`src/rtl/gdb_pkg.sv`:
```
// Shared widths, status codes, calendar helpers and controller/datapath bundles.
`timescale 1ns / 1ps

package gdb_pkg;

  localparam int DAY_W    = 5;
  localparam int MONTH_W  = 4;
  localparam int YEAR_W   = 14;
  localparam int COUNT_W  = 22;
  localparam int STATUS_W = 3;

  localparam int unsigned MAX_YEAR_DEF = 9999;

  localparam logic [MONTH_W-1:0] MONTH_JAN = MONTH_W'(1);
  localparam logic [MONTH_W-1:0] MONTH_FEB = MONTH_W'(2);
  localparam logic [MONTH_W-1:0] MONTH_APR = MONTH_W'(4);
  localparam logic [MONTH_W-1:0] MONTH_JUN = MONTH_W'(6);
  localparam logic [MONTH_W-1:0] MONTH_SEP = MONTH_W'(9);
  localparam logic [MONTH_W-1:0] MONTH_NOV = MONTH_W'(11);
  localparam logic [MONTH_W-1:0] MONTH_DEC = MONTH_W'(12);

  localparam logic [DAY_W-1:0] FIRST_DAY = DAY_W'(1);

  localparam logic [COUNT_W-1:0] COUNT_MAX = {COUNT_W{1'b1}};

  // Divisibility by 25 through a scaled reciprocal: ceil(2^19 / 25).
  localparam int          DIV25_SHIFT = 19;
  localparam logic [14:0] DIV25_MUL   = 15'd20972;

  // Result status codes.
  localparam logic [STATUS_W-1:0] ST_OK          = 3'd0;
  localparam logic [STATUS_W-1:0] ST_START_MONTH = 3'd1;
  localparam logic [STATUS_W-1:0] ST_START_DAY   = 3'd2;
  localparam logic [STATUS_W-1:0] ST_END_MONTH   = 3'd3;
  localparam logic [STATUS_W-1:0] ST_END_DAY     = 3'd4;
  localparam logic [STATUS_W-1:0] ST_ORDER       = 3'd5;

  typedef enum logic [1:0] {
    CHK_OK    = 2'd0,
    CHK_MONTH = 2'd1,
    CHK_DAY   = 2'd2
  } chk_t;

  typedef enum logic [1:0] {
    LEAP_START = 2'd0,
    LEAP_END   = 2'd1,
    LEAP_WALK  = 2'd2
  } leap_sel_t;

  typedef struct packed {
    logic                load;
    leap_sel_t           leap_sel;
    logic                walk_init;
    logic                walk_step;
    logic                result_load;
    logic [STATUS_W-1:0] result_code;
  } cmd_t;

  typedef struct packed {
    chk_t start_code;
    chk_t end_code;
    logic end_before;
    logic at_end;
    logic year_roll;
  } sts_t;

  function automatic logic [DAY_W-1:0] month_len(input logic [MONTH_W-1:0] m,
                                                 input logic leap);
    logic [DAY_W-1:0] len;
    if (m == MONTH_FEB) begin
      len = leap ? DAY_W'(29) : DAY_W'(28);
    end else if (m == MONTH_APR || m == MONTH_JUN || m == MONTH_SEP || m == MONTH_NOV) begin
      len = DAY_W'(30);
    end else begin
      len = DAY_W'(31);
    end
    return len;
  endfunction

  function automatic chk_t check_date(input logic [DAY_W-1:0] d,
                                      input logic [MONTH_W-1:0] m,
                                      input logic leap);
    chk_t code;
    if (m < MONTH_JAN || m > MONTH_DEC) begin
      code = CHK_MONTH;
    end else if (d < FIRST_DAY || d > month_len(m, leap)) begin
      code = CHK_DAY;
    end else begin
      code = CHK_OK;
    end
    return code;
  endfunction

endpackage

```
`src/rtl/gdb_in_if.sv`:
```
// Input channel: a start date and an end date with valid/ready handshake.
`timescale 1ns / 1ps

interface gdb_in_if;
  logic                        valid;
  logic                        ready;
  logic [gdb_pkg::DAY_W-1:0]   start_day;
  logic [gdb_pkg::MONTH_W-1:0] start_month;
  logic [gdb_pkg::YEAR_W-1:0]  start_year;
  logic [gdb_pkg::DAY_W-1:0]   end_day;
  logic [gdb_pkg::MONTH_W-1:0] end_month;
  logic [gdb_pkg::YEAR_W-1:0]  end_year;

  modport source (
    output valid, start_day, start_month, start_year, end_day, end_month, end_year,
    input  ready
  );
  modport sink (
    input  valid, start_day, start_month, start_year, end_day, end_month, end_year,
    output ready
  );
endinterface

```
`src/rtl/gdb_out_if.sv`:
```
// Output channel: day count and status with valid/ready handshake.
`timescale 1ns / 1ps

interface gdb_out_if;
  logic                         valid;
  logic                         ready;
  logic [gdb_pkg::COUNT_W-1:0]  day_count;
  logic [gdb_pkg::STATUS_W-1:0] status;

  modport source (
    output valid, day_count, status,
    input  ready
  );
  modport sink (
    input  valid, day_count, status,
    output ready
  );
endinterface

```
`src/rtl/gdb_dp.sv`:
```
// Datapath: captured dates, shared leap-year unit, day walker and result register.
`timescale 1ns / 1ps

module gdb_dp #(
  parameter int unsigned MAX_YEAR = gdb_pkg::MAX_YEAR_DEF
) (
  input  logic                         clk,
  input  logic [gdb_pkg::DAY_W-1:0]    start_day,
  input  logic [gdb_pkg::MONTH_W-1:0]  start_month,
  input  logic [gdb_pkg::YEAR_W-1:0]   start_year,
  input  logic [gdb_pkg::DAY_W-1:0]    end_day,
  input  logic [gdb_pkg::MONTH_W-1:0]  end_month,
  input  logic [gdb_pkg::YEAR_W-1:0]   end_year,
  input  gdb_pkg::cmd_t                cmd,
  output gdb_pkg::sts_t                sts,
  output logic [gdb_pkg::COUNT_W-1:0]  day_count,
  output logic [gdb_pkg::STATUS_W-1:0] status
);

  logic [gdb_pkg::DAY_W-1:0]   sd, ed, walk_day;
  logic [gdb_pkg::MONTH_W-1:0] sm, em, walk_month;
  logic [gdb_pkg::YEAR_W-1:0]  sy, ey, walk_year;
  logic [gdb_pkg::COUNT_W-1:0] day_counter;
  logic                        leap_q;

  logic [gdb_pkg::YEAR_W-1:0]  sy_clamp, ey_clamp, leap_year_in;
  logic [gdb_pkg::YEAR_W+14:0] div25_prod;
  logic                        div25, leap_next;
  logic [gdb_pkg::DAY_W-1:0]   walk_len;

  // Years above the bound are taken as the bound itself.
  assign sy_clamp = (32'(start_year) > MAX_YEAR) ? gdb_pkg::YEAR_W'(MAX_YEAR) : start_year;
  assign ey_clamp = (32'(end_year) > MAX_YEAR) ? gdb_pkg::YEAR_W'(MAX_YEAR) : end_year;

  always_comb begin
    unique case (cmd.leap_sel)
      gdb_pkg::LEAP_START: leap_year_in = sy;
      gdb_pkg::LEAP_END:   leap_year_in = ey;
      gdb_pkg::LEAP_WALK:  leap_year_in = walk_year;
      default:             leap_year_in = walk_year;
    endcase
  end

  // A year is divisible by 25 exactly when the low fraction bits of y * ceil(2^19/25)
  // stay below the multiplier; a century year is a leap year only when also divisible by 16.
  assign div25_prod = (gdb_pkg::YEAR_W + 15)'(leap_year_in) *
                      (gdb_pkg::YEAR_W + 15)'(gdb_pkg::DIV25_MUL);
  assign div25 = div25_prod[gdb_pkg::DIV25_SHIFT-1:0] <
                 gdb_pkg::DIV25_SHIFT'(gdb_pkg::DIV25_MUL);
  assign leap_next = (leap_year_in[1:0] == 2'b00) && (!div25 || leap_year_in[3:0] == 4'b0000);

  assign walk_len = gdb_pkg::month_len(walk_month, leap_q);

  always_comb begin
    sts.start_code = gdb_pkg::check_date(sd, sm, leap_q);
    sts.end_code   = gdb_pkg::check_date(ed, em, leap_q);
    sts.end_before = {ey, em, ed} < {sy, sm, sd};
    sts.at_end     = (walk_day == ed) && (walk_month == em) && (walk_year == ey);
    sts.year_roll  = (walk_day == walk_len) && (walk_month == gdb_pkg::MONTH_DEC);
  end

  always_ff @(posedge clk) begin
    leap_q <= leap_next;
    if (cmd.load) begin
      sd <= start_day;
      sm <= start_month;
      sy <= sy_clamp;
      ed <= end_day;
      em <= end_month;
      ey <= ey_clamp;
    end
    if (cmd.result_load) begin
      status    <= cmd.result_code;
      day_count <= (cmd.result_code == gdb_pkg::ST_OK) ? day_counter : '0;
    end
  end

  always_ff @(posedge clk) begin
    if (cmd.walk_init) begin
      walk_day    <= sd;
      walk_month  <= sm;
      walk_year   <= sy;
      day_counter <= '0;
    end else if (cmd.walk_step) begin
      if (walk_day == walk_len) begin
        walk_day <= gdb_pkg::FIRST_DAY;
        if (walk_month == gdb_pkg::MONTH_DEC) begin
          walk_month <= gdb_pkg::MONTH_JAN;
          walk_year  <= walk_year + gdb_pkg::YEAR_W'(1);
        end else begin
          walk_month <= walk_month + gdb_pkg::MONTH_W'(1);
        end
      end else begin
        walk_day <= walk_day + gdb_pkg::DAY_W'(1);
      end
      if (day_counter != gdb_pkg::COUNT_MAX) begin
        day_counter <= day_counter + gdb_pkg::COUNT_W'(1);
      end
    end
  end

endmodule

```
`src/rtl/gdb_ctrl.sv`:
```
// Controller: sequences date checks, the day walk and the result handoff.
`timescale 1ns / 1ps

module gdb_ctrl (
  input  logic          clk,
  input  logic          rst,
  input  logic          in_valid,
  output logic          in_ready,
  output logic          out_valid,
  input  logic          out_ready,
  output gdb_pkg::cmd_t cmd,
  input  gdb_pkg::sts_t sts
);

  typedef enum logic [2:0] {
    S_IDLE,
    S_LEAP_S,
    S_CHK_S,
    S_CHK_E,
    S_WALK,
    S_WLEAP,
    S_FIN
  } state_t;

  state_t                       state;
  logic [gdb_pkg::STATUS_W-1:0] code;
  logic                         slot_free;

  assign slot_free = !out_valid || out_ready;
  assign in_ready  = (state == S_IDLE);

  always_comb begin
    cmd.load        = (state == S_IDLE) && in_valid;
    cmd.walk_init   = (state == S_CHK_E) && (sts.end_code == gdb_pkg::CHK_OK) &&
                      !sts.end_before;
    cmd.walk_step   = (state == S_WALK) && !sts.at_end;
    cmd.result_load = (state == S_FIN) && slot_free;
    cmd.result_code = code;
    // The leap flag registered in one state serves the check of the next one.
    unique case (state)
      S_LEAP_S: cmd.leap_sel = gdb_pkg::LEAP_START;
      S_CHK_S:  cmd.leap_sel = gdb_pkg::LEAP_END;
      S_CHK_E:  cmd.leap_sel = gdb_pkg::LEAP_START;
      default:  cmd.leap_sel = gdb_pkg::LEAP_WALK;
    endcase
  end

  always_ff @(posedge clk) begin
    if (rst) begin
      state     <= S_IDLE;
      out_valid <= 1'b0;
      code      <= gdb_pkg::ST_OK;
    end else begin
      if (cmd.result_load) begin
        out_valid <= 1'b1;
      end else if (out_valid && out_ready) begin
        out_valid <= 1'b0;
      end
      unique case (state)
        S_IDLE: begin
          if (in_valid) state <= S_LEAP_S;
        end
        S_LEAP_S: state <= S_CHK_S;
        S_CHK_S: begin
          priority if (sts.start_code == gdb_pkg::CHK_MONTH) begin
            code  <= gdb_pkg::ST_START_MONTH;
            state <= S_FIN;
          end else if (sts.start_code == gdb_pkg::CHK_DAY) begin
            code  <= gdb_pkg::ST_START_DAY;
            state <= S_FIN;
          end else begin
            state <= S_CHK_E;
          end
        end
        S_CHK_E: begin
          priority if (sts.end_code == gdb_pkg::CHK_MONTH) begin
            code  <= gdb_pkg::ST_END_MONTH;
            state <= S_FIN;
          end else if (sts.end_code == gdb_pkg::CHK_DAY) begin
            code  <= gdb_pkg::ST_END_DAY;
            state <= S_FIN;
          end else if (sts.end_before) begin
            code  <= gdb_pkg::ST_ORDER;
            state <= S_FIN;
          end else begin
            state <= S_WALK;
          end
        end
        S_WALK: begin
          priority if (sts.at_end) begin
            code  <= gdb_pkg::ST_OK;
            state <= S_FIN;
          end else if (sts.year_roll) begin
            state <= S_WLEAP;
          end else begin
            state <= S_WALK;
          end
        end
        S_WLEAP: state <= S_WALK;
        S_FIN: begin
          if (slot_free) state <= S_IDLE;
        end
        default: state <= S_IDLE;
      endcase
    end
  end

endmodule

```
`src/rtl/gregorian_days_between_dates.sv`:
```
// A bad start date is reported after the leap-year and start-date check states; a bad end date or
// a reversed order after the end-date check state as well. A good item is walked day by day: the
// walker steps one day per cycle and, at each new year, passes through a state that updates the
// shared leap-year unit.
// One item is in work at a time; the next is accepted once the result is in the output register.
// Reset (synchronous, active high) returns the controller to idle and drops the output valid.
`timescale 1ns / 1ps

module gregorian_days_between_dates #(
  parameter int unsigned MAX_YEAR = gdb_pkg::MAX_YEAR_DEF
) (
  input logic      clk,
  input logic      rst,
  gdb_in_if.sink   dates,
  gdb_out_if.source result
);

  gdb_pkg::cmd_t cmd;
  gdb_pkg::sts_t sts;

  gdb_ctrl u_ctrl (
    .clk       (clk),
    .rst       (rst),
    .in_valid  (dates.valid),
    .in_ready  (dates.ready),
    .out_valid (result.valid),
    .out_ready (result.ready),
    .cmd       (cmd),
    .sts       (sts)
  );

  gdb_dp #(
    .MAX_YEAR (MAX_YEAR)
  ) u_dp (
    .clk         (clk),
    .start_day   (dates.start_day),
    .start_month (dates.start_month),
    .start_year  (dates.start_year),
    .end_day     (dates.end_day),
    .end_month   (dates.end_month),
    .end_year    (dates.end_year),
    .cmd         (cmd),
    .sts         (sts),
    .day_count   (result.day_count),
    .status      (result.status)
  );

`ifndef SYNTHESIS
  a_err_zero_count: assert property (@(posedge clk) disable iff (rst)
    (result.valid && result.status != gdb_pkg::ST_OK) |-> (result.day_count == '0))
    else $error("error result carries a nonzero day count");

  a_status_range: assert property (@(posedge clk) disable iff (rst)
    result.valid |-> (result.status <= gdb_pkg::ST_ORDER))
    else $error("result status outside the defined codes");

  a_one_in_flight: assert property (@(posedge clk) disable iff (rst)
    (dates.valid && dates.ready) |=> !dates.ready)
    else $error("a second item was taken while one is in work");

  a_walk_not_at_end: assert property (@(posedge clk) disable iff (rst)
    cmd.walk_init |=> !cmd.result_load)
    else $error("result loaded right after the walker was set up");
`endif

endmodule

```
`src/flat_wrapper.sv`:
```
// flat-port wrapper written by rule: the top's interface ports become plain ports
module gregorian_days_between_dates_flat 
#(
  parameter int unsigned MAX_YEAR = gdb_pkg::MAX_YEAR_DEF
)
  (clk, rst, dates_valid, dates_start_day, dates_start_month, dates_start_year, dates_end_day, dates_end_month, dates_end_year, dates_ready, result_valid, result_day_count, result_status, result_ready);
  gdb_in_if dates_i ();
  gdb_out_if result_i ();
  input logic clk;
  input logic rst;
  input wire logic [$bits(dates_i.valid)-1:0] dates_valid;
  input wire logic [$bits(dates_i.start_day)-1:0] dates_start_day;
  input wire logic [$bits(dates_i.start_month)-1:0] dates_start_month;
  input wire logic [$bits(dates_i.start_year)-1:0] dates_start_year;
  input wire logic [$bits(dates_i.end_day)-1:0] dates_end_day;
  input wire logic [$bits(dates_i.end_month)-1:0] dates_end_month;
  input wire logic [$bits(dates_i.end_year)-1:0] dates_end_year;
  output wire logic [$bits(dates_i.ready)-1:0] dates_ready;
  output wire logic [$bits(result_i.valid)-1:0] result_valid;
  output wire logic [$bits(result_i.day_count)-1:0] result_day_count;
  output wire logic [$bits(result_i.status)-1:0] result_status;
  input wire logic [$bits(result_i.ready)-1:0] result_ready;
  assign dates_i.valid = dates_valid;
  assign dates_i.start_day = dates_start_day;
  assign dates_i.start_month = dates_start_month;
  assign dates_i.start_year = dates_start_year;
  assign dates_i.end_day = dates_end_day;
  assign dates_i.end_month = dates_end_month;
  assign dates_i.end_year = dates_end_year;
  assign dates_ready = dates_i.ready;
  assign result_valid = result_i.valid;
  assign result_day_count = result_i.day_count;
  assign result_status = result_i.status;
  assign result_i.ready = result_ready;
  gregorian_days_between_dates #(.MAX_YEAR(MAX_YEAR)) u_core (.clk(clk), .rst(rst), .dates(dates_i), .result(result_i));
endmodule
```
`config.mk`:
```
export PLATFORM = sky130hd
export DESIGN_NAME = gregorian_days_between_dates_flat
export DESIGN_NICKNAME = d
export VERILOG_FILES = /design/src/rtl/gdb_pkg.sv /design/src/rtl/gdb_in_if.sv /design/src/rtl/gdb_out_if.sv /design/src/rtl/gdb_dp.sv /design/src/rtl/gdb_ctrl.sv /design/src/rtl/gregorian_days_between_dates.sv /design/src/flat_wrapper.sv
export SDC_FILE = /design/constraint.sdc
export NUM_CORES = 1
export LEC_CHECK = 0
export ABC_CLOCK_PERIOD_IN_PS = 6600
export CAP_MARGIN = 30
export CORE_MARGIN = 2
export CORE_UTILIZATION = 56
export DETAILED_ROUTE_END_ITERATION = 10
export DONT_BUFFER_PORTS = 1
export PLACE_DENSITY_LB_ADDON = 0.1
export SYNTH_ARGS = -nofsm -noshare
export SYNTH_HDL_FRONTEND = slang
export SYNTH_SLANG_ARGS = --single-unit
```
`constraint.sdc`:
```
create_clock -name clk -period 6.6 [get_ports clk]
set_input_delay 0.66 -clock clk [delete_from_list [all_inputs] [get_ports clk]]
set_output_delay 0.66 -clock clk [all_outputs]
set_load 0.02 [all_outputs]
```
==> results of run 1 <==
-- synth_stat cells, types with 27 or more instances --
master	number	area, um2
a21oi_1	33	165
edfxtp_1	94	2820
dfxtp_1	30	601
nor2_1	45	169
ha_1	98	1230
nand2_1	38	143
xor2_1	60	526
fa_1	43	861
and2_1	40	250
o21ai_0	27	135
nand3_1	28	140
inv_1	141	529
-- how the worst max path moves through the flow --
stage	from	endpoint	depth (start not counted)
3_3_place_gp	u_core.u_ctrl.state[0]	u_core.u_dp.leap_q	18
4_1_cts	u_core.u_ctrl.state[0]	u_core.u_dp.leap_q	18
3_5_place_dp	u_core.u_ctrl.state[0]	u_core.u_dp.leap_q	18
2_1_floorplan	u_core.u_ctrl.state[1]	u_core.u_dp.leap_q	21
6_report	u_core.u_ctrl.state[0]	u_core.u_dp.leap_q	18
5_1_grt	u_core.u_ctrl.state[0]	u_core.u_dp.leap_q	18
-- metal layers --
metal  share of wire, %  vias up  track usage, %
li1                   -     3124               -
met1                 47     3047            31.4
met2                 48      172            39.2
met3                4.0       23            4.23
met4                1.6        0            6.51
met5                  0        -               0
-- logic make-up (layout without fill, tap and decap cells) --
family                   Yosys count  in the layout  synth area share [%]
AO/OA/AOI/OAI                    131            131                  9.17
XOR/XNOR                          86             86                  8.17
flip-flops                       124            124                  37.2
adder cells (fa/ha/maj)          142            142                  22.8
AND/OR/NAND/NOR                  234            234                  13.3
multiplexers                      25             25                  2.82
buffers and inverters            162            187                  6.67
-- registers in the layout, indices dropped and copies added, names as in the netlist, 5 cells and up --
signal                   flops
u_core.u_dp.ed               5
u_core.u_dp.day_count       22
u_core.u_dp.ey              14
u_core.u_dp.sy              14
u_core.u_dp.walk_day         5
u_core.u_dp.sd               5
u_core.u_dp.day_counter     22
u_core.u_dp.walk_year       14
-- worst register-to-register path: cells and delay by family, from the launching register on --
kind	cells	cell delay, ns
AOI/OAI and AO/OA	9	2.20
xor gates and xnor gates	1	0.19
adders and majority gates	6	2.37
DFF	1	0.47
muxes	1	0.14
and+or+nand+nor	1	0.71
-- final cells by class --
class                           instances  area [um2]
Clock inverter                         13         153
Sequential cell                       124        3420
Fill cell                            1331        5890
Clock buffer                           19         454
Inverter                              141         529
Multi-Input combinational cell        618        5180
Tap cell                              216         270
Timing Repair Buffer                   14        97.6
-- stage by stage --
stage | setup WS, ns | utilization [%]
final | 0.435 | 63.2
after global routing | 0.0757 | 63.2
after CTS | 0.475 | 63.2
after detailed placement | 0.476 | 59.4
after global placement | 0.785 | 59.3
after floorplan | 1.17 | -
==> summary.md, run 1 <==
| Metric | Value |
|---|---|
| Req. time, crit path | `6.92 ns` |
| Final-report max-slew violation count | `0` |
| Most frequent cells in the layout | `141 x inv_1, 98 x ha_1, 94 x edfxtp_1` |
| Hold endpoint | `u_core.u_ctrl.out_valid` |
| 1st-iter DRT viols | `451` |
| Vias per cell | `5.56` |
| Syn_nets | `1095` |
| I/O pin count | `77` |
| H-tree levels | `4` |
| Number of flops mapped to enable cells by yosys | `94` |
| Setup TNS Final | `0 ns` |
| Vias in the first global route | `6626` |
| Post-cts resize count | `0` |
| Diode count | `0` |
| Min Tclk post-route | `6.16 ns` |
| Synth Instances | `904` |
| RSZ-0062 raised after global routing | `no` |
| Final setup vio count | `0` |
| Core Rows | `46` |
| WP buf/inv | `0` |
| Most common flop cell mapped by yosys | `edfxtp_1` |
| Worst R2R Path Depth | `18` |
| R2R Setup Slk | `0.44 ns` |
| First-pass GRT wire length | `32600 um` |
| Clock-pin transition on the worst setup and hold timing paths | `0.06 ns` |
| CP endpoint kind | `flop` |
| Clock Latency Late Sink | `0.43 ns` |
| Root buffer cell | `clkbuf_16` |
| CP Data Arrival Time | `6.48 ns` |
| Cells after DPL | `1112` |
| Crit path max fanout | `17` |
| Post-synthesis sequential area ratio | `37.2%` |
| Hold Crit Class | `primary input to flop` |
| GP Congestion | `0.951` |
| Final Hold Viols | `0` |
| Post-route clock period utilization | `93.4%` |
| Layout cell share with drive strength beyond 1 | `6.24%` |
| Worst setup SP type | `flop` |
| Chip width | `132 um` |
| TritonCTS Sinks | `124` |
| Final worst clock skew | `0.0101 ns` |
| DR pass1 iterations | `6` |
| Largest stage delay, worst path | `0.71 ns` |
| Core ar. | `0.0160 mm2` |
| Post-CTS Setup Bufs | `0` |
| Crit path cell chain | `nor2b_1, a22oi_1, o21ai_1, ha_1, ha_1, xor2_1, ha_1, ha_1, fa_1, fa_1, a21oi_1, o21ai_0, a21oi_1, o21bai_1, a21oi_1, o21ai_0, mux2i_1, o41a_1` |
| Commonest non-fill, non-tap cell in the layout | `inv_1` |
| Routed len/inst | `17.0 um` |
| CTS tree | `yes` |
| Routed wire length | `19500 um` |
| Cell Area, Placed | `0.00950 mm2` |
| Drc violations | `0` |
| Area Overhead vs Synth | `9.75%` |
| Max cap viols | `0` |
| Die footprint | `0.0175 mm2` |
| Post-synth cell types | `53` |
| Mapped Area | `0.00921 mm2` |
| Longest Clk Path Bufs | `2` |
| Worst-Margin Slew | `0.975 ns` |
| Tot GR Track Use | `23.4%` |
| Asr flop ratio synth | `0%` |
| Max Fclk | `162 MHz` |
| I/O Buffers | `0` |
| Inserted Clock Buffers | `17` |
| CP delay by family, top | `adder cells` |
| DP Wirelength | `15400 um` |
| Die height | `132 um` |
| # hold bufs at CTS | `0` |
| Reg-to-reg startpoint | `u_core.u_ctrl.state[0]` |
| Largest net degree at the start of global routing | `47` |
| Fin cells | `1145` |
| Outcome | `completed` |
| Hold slack | `0.301 ns` |
| Hold Crit Start | `rst` |
| Seq cells post-synth | `124` |
| Antenna-violating nets left | `0` |
| Worst hold stages | `1` |
| DR vias | `6366` |
| Total global routing overflow | `0` |
| Design area | `0.0101 mm2` |
| Max transition margin | `35.0%` |
| Synth Area per Inst | `10.2 um2` |
| CP max stage cell | `nor2b_1` |
| Yosys warning count | `0` |
| Most used cell, CP | `ha_1` |
| Initial antenna violation count | `0` |
| CP Class | `flop to flop` |
| Initial core utilization | `57.6%` |
| Capturing point of the worst reg2reg path | `u_core.u_dp.leap_q` |
| Final net count | `1107` |
Power of run 1 is not shown: default switching activity piles up to over one toggle a cycle in this logic, so the estimate is an artifact.
==> run 2, diff against run 1 <==
--- a/config.mk
+++ b/config.mk
@@ -5,7 +5,7 @@
 export SDC_FILE = /design/constraint.sdc
 export NUM_CORES = 1
 export LEC_CHECK = 0
-export ABC_CLOCK_PERIOD_IN_PS = 6600
+export ABC_CLOCK_PERIOD_IN_PS = 6300
 export CAP_MARGIN = 30
 export CORE_MARGIN = 2
 export CORE_UTILIZATION = 56
==> constraint.sdc (replaced) <==
create_clock -name clk -period 6.3 [get_ports clk]
set_input_delay 0.63 -clock clk [delete_from_list [all_inputs] [get_ports clk]]
set_output_delay 0.63 -clock clk [all_outputs]
set_load 0.02 [all_outputs]
==> summary.md, run 2 (synthesized netlist as in run 1, its figures left out) <==
| Metric | Value |
|---|---|
| Vias per cell | `5.54 (was 5.56)` |
| Outcome | `completed (unchanged)` |
| Commonest non-fill, non-tap cell in the layout | `inv_1 (unchanged)` |
| RSZ-0062 raised after global routing | `no (unchanged)` |
| Inserted Clock Buffers | `17 (unchanged)` |
| Longest Clk Path Bufs | `2 (unchanged)` |
| Core ar. | `0.0160 mm2 (unchanged)` |
| WL met1 | `8860 um (was 9110 um)` |
| Final-report max-slew violation count | `0 (unchanged)` |
| Die height | `132 um (unchanged)` |
| Max cap viols | `0 (unchanged)` |
| First-pass GRT wire length | `31900 um (was 32600 um)` |
| DR pass1 iterations | `6 (unchanged)` |
| Tot GR Track Use | `22.8% (was 23.4%)` |
| Hold Crit Start | `rst (unchanged)` |
| Crit path max fanout | `17 (unchanged)` |
| Top Registers | `u_core.u_dp.day_count (22), u_core.u_dp.day_counter (22) (unchanged)` |
| Drc violations | `0 (unchanged)` |
| Post-cts resize count | `0 (unchanged)` |
| GP Congestion | `0.929 (was 0.951)` |
| # hold bufs at CTS | `0 (unchanged)` |
| Post-CTS Setup Bufs | `0 (unchanged)` |
| Worst-Margin Slew | `0.979 ns (was 0.975 ns)` |
| Final net count | `1107 (unchanged)` |
| Worst setup SP type | `flop (unchanged)` |
| H-tree levels | `4 (unchanged)` |
| Final setup vio count | `0 (unchanged)` |
| Fillers | `1293 (was 1331)` |
| Final worst clock skew | `0.0129 ns (was 0.0101 ns)` |
| Area Overhead vs Synth | `9.72% (was 9.75%)` |
| Top sig layer | `met4 (unchanged)` |
| Largest net degree at the start of global routing | `47 (unchanged)` |
| Post-route clock period utilization | `93.9% (was 93.4%)` |
| Routed len/inst | `16.8 um (was 17.0 um)` |
| Setup TNS Final | `0 ns (unchanged)` |
| Max transition margin | `34.8% (was 35.0%)` |
| Capturing point of the worst reg2reg path | `u_core.u_dp.leap_q (unchanged)` |
| Antenna-violating nets left | `0 (unchanged)` |
| Routed wl met2 | `9100 um (was 9320 um)` |
| Diode count | `0 (unchanged)` |
| Max Fclk | `169 MHz (was 162 MHz)` |
| Hold Crit Class | `primary input to flop (unchanged)` |
| Core Rows | `46 (unchanged)` |
| Reg-to-reg startpoint | `u_core.u_ctrl.state[0] (unchanged)` |
| Clock-pin transition on the worst setup and hold timing paths | `0.06 ns (about the same)` |
| Req. time, crit path | `6.60 ns (was 6.92 ns)` |
| CP endpoint kind | `flop (unchanged)` |
| Layout cell share with drive strength beyond 1 | `6.35% (was 6.24%)` |
| TritonCTS Sinks | `124 (unchanged)` |
| Total global routing overflow | `0 (unchanged)` |
| Min Tclk post-route | `5.92 ns (was 6.16 ns)` |
| Metal3 WL | `861 um (was 776 um)` |
| Post-route core utilization | `63.2% (about the same)` |
| Chip width | `132 um (unchanged)` |
| 1st-iter DRT viols | `323 (was 451)` |
| CP Data Arrival Time | `6.22 ns (was 6.48 ns)` |
| I/O pin count | `77 (unchanged)` |
| Most frequent cells in the layout | `141 x inv_1, 98 x ha_1, 94 x edfxtp_1 (unchanged)` |
| DP Wirelength | `15200 um (was 15400 um)` |
| Worst hold stages | `1 (unchanged)` |
| DR vias | `6344 (was 6366)` |
| Vias in the first global route | `6515 (was 6626)` |
| Routed wire length | `19200 um (was 19500 um)` |
| Hold endpoint | `u_core.u_ctrl.out_valid (unchanged)` |
| Initial core utilization | `57.6% (unchanged)` |
| CP Class | `flop to flop (unchanged)` |
| Root buffer cell | `clkbuf_16 (unchanged)` |
| Final Hold Viols | `0 (unchanged)` |
| Worst R2R Path Depth | `18 (unchanged)` |
| I/O Buffers | `0 (unchanged)` |
| Clock Latency Late Sink | `0.42 ns (was 0.43 ns)` |
| Die footprint | `0.0175 mm2 (unchanged)` |
| R2R Setup Slk | `0.38 ns (was 0.44 ns)` |
| Initial antenna violation count | `0 (unchanged)` |
| CTS tree | `yes (unchanged)` |
## run 2: routing by layer
metal,vias up,GRT usage [%]
met2,190,37.5
li1,3117,-
met1,3011,30.8
met3,26,4.38
met4,0,7.17
met5,-,0
## run 2: layout make-up
class                           count  area (um2)  share of cell area, %
Sequential cell                   124        3420                   33.9
Multi-Input combinational cell    618        5180                   51.3
Tap cell                          216         270                   2.67
Clock buffer                       17         425                   4.21
Clock inverter                     15         176                   1.75
Inverter                          141         529                   5.24
Timing Repair Buffer               14         100                  0.990
## run 2: worst max-delay path: stages (launching register included)
cell	delay [ns]
dfxtp_1	0.66
buf_4	0.28
a22oi_1	0.10
o21ai_1	0.52
ha_1	0.34
ha_1	0.36
xor2_1	0.18
ha_1	0.30
ha_1	0.30
fa_1	0.54
fa_1	0.48
a21oi_1	0.27
o21ai_0	0.14
a21oi_1	0.25
o21bai_1	0.12
a21oi_1	0.22
o21ai_0	0.16
mux2i_1	0.15
o41a_1	0.43
## run 2: worst max-delay path by stage
| stage | to | cells after the start | startpoint | slack [ns] |
|---|---|---|---|---|
| global route | u_core.u_dp.leap_q | 19 | u_core.u_ctrl.state[0] | 0.009 |
| detailed placement | u_core.u_dp.leap_q | 18 | u_core.u_ctrl.state[0] | 0.39 |
| global placement | u_core.u_dp.leap_q | 18 | u_core.u_ctrl.state[0] | 0.64 |
| CTS | u_core.u_dp.leap_q | 18 | u_core.u_ctrl.state[0] | 0.39 |
| finish | u_core.u_dp.leap_q | 18 | u_core.u_ctrl.state[0] | 0.38 |
| floorplan | u_core.u_dp.leap_q | 21 | u_core.u_ctrl.state[1] | 0.87 |
## run 2: through the flow
step           instances  setup slack (ns)  instance area [um2]  hold WS (ns)
2_1_floorplan        904             0.869                 9210         0.432
3_3_place_gp        1111             0.638                 9500         0.497
3_5_place_dp        1113             0.392                 9510         0.517
4_1_cts             1145             0.385                10100         0.260
5_1_grt             1145           0.00915                10100         0.261
6_report            1145             0.385                10100         0.270
Power of run 2 is left out for the same reason.
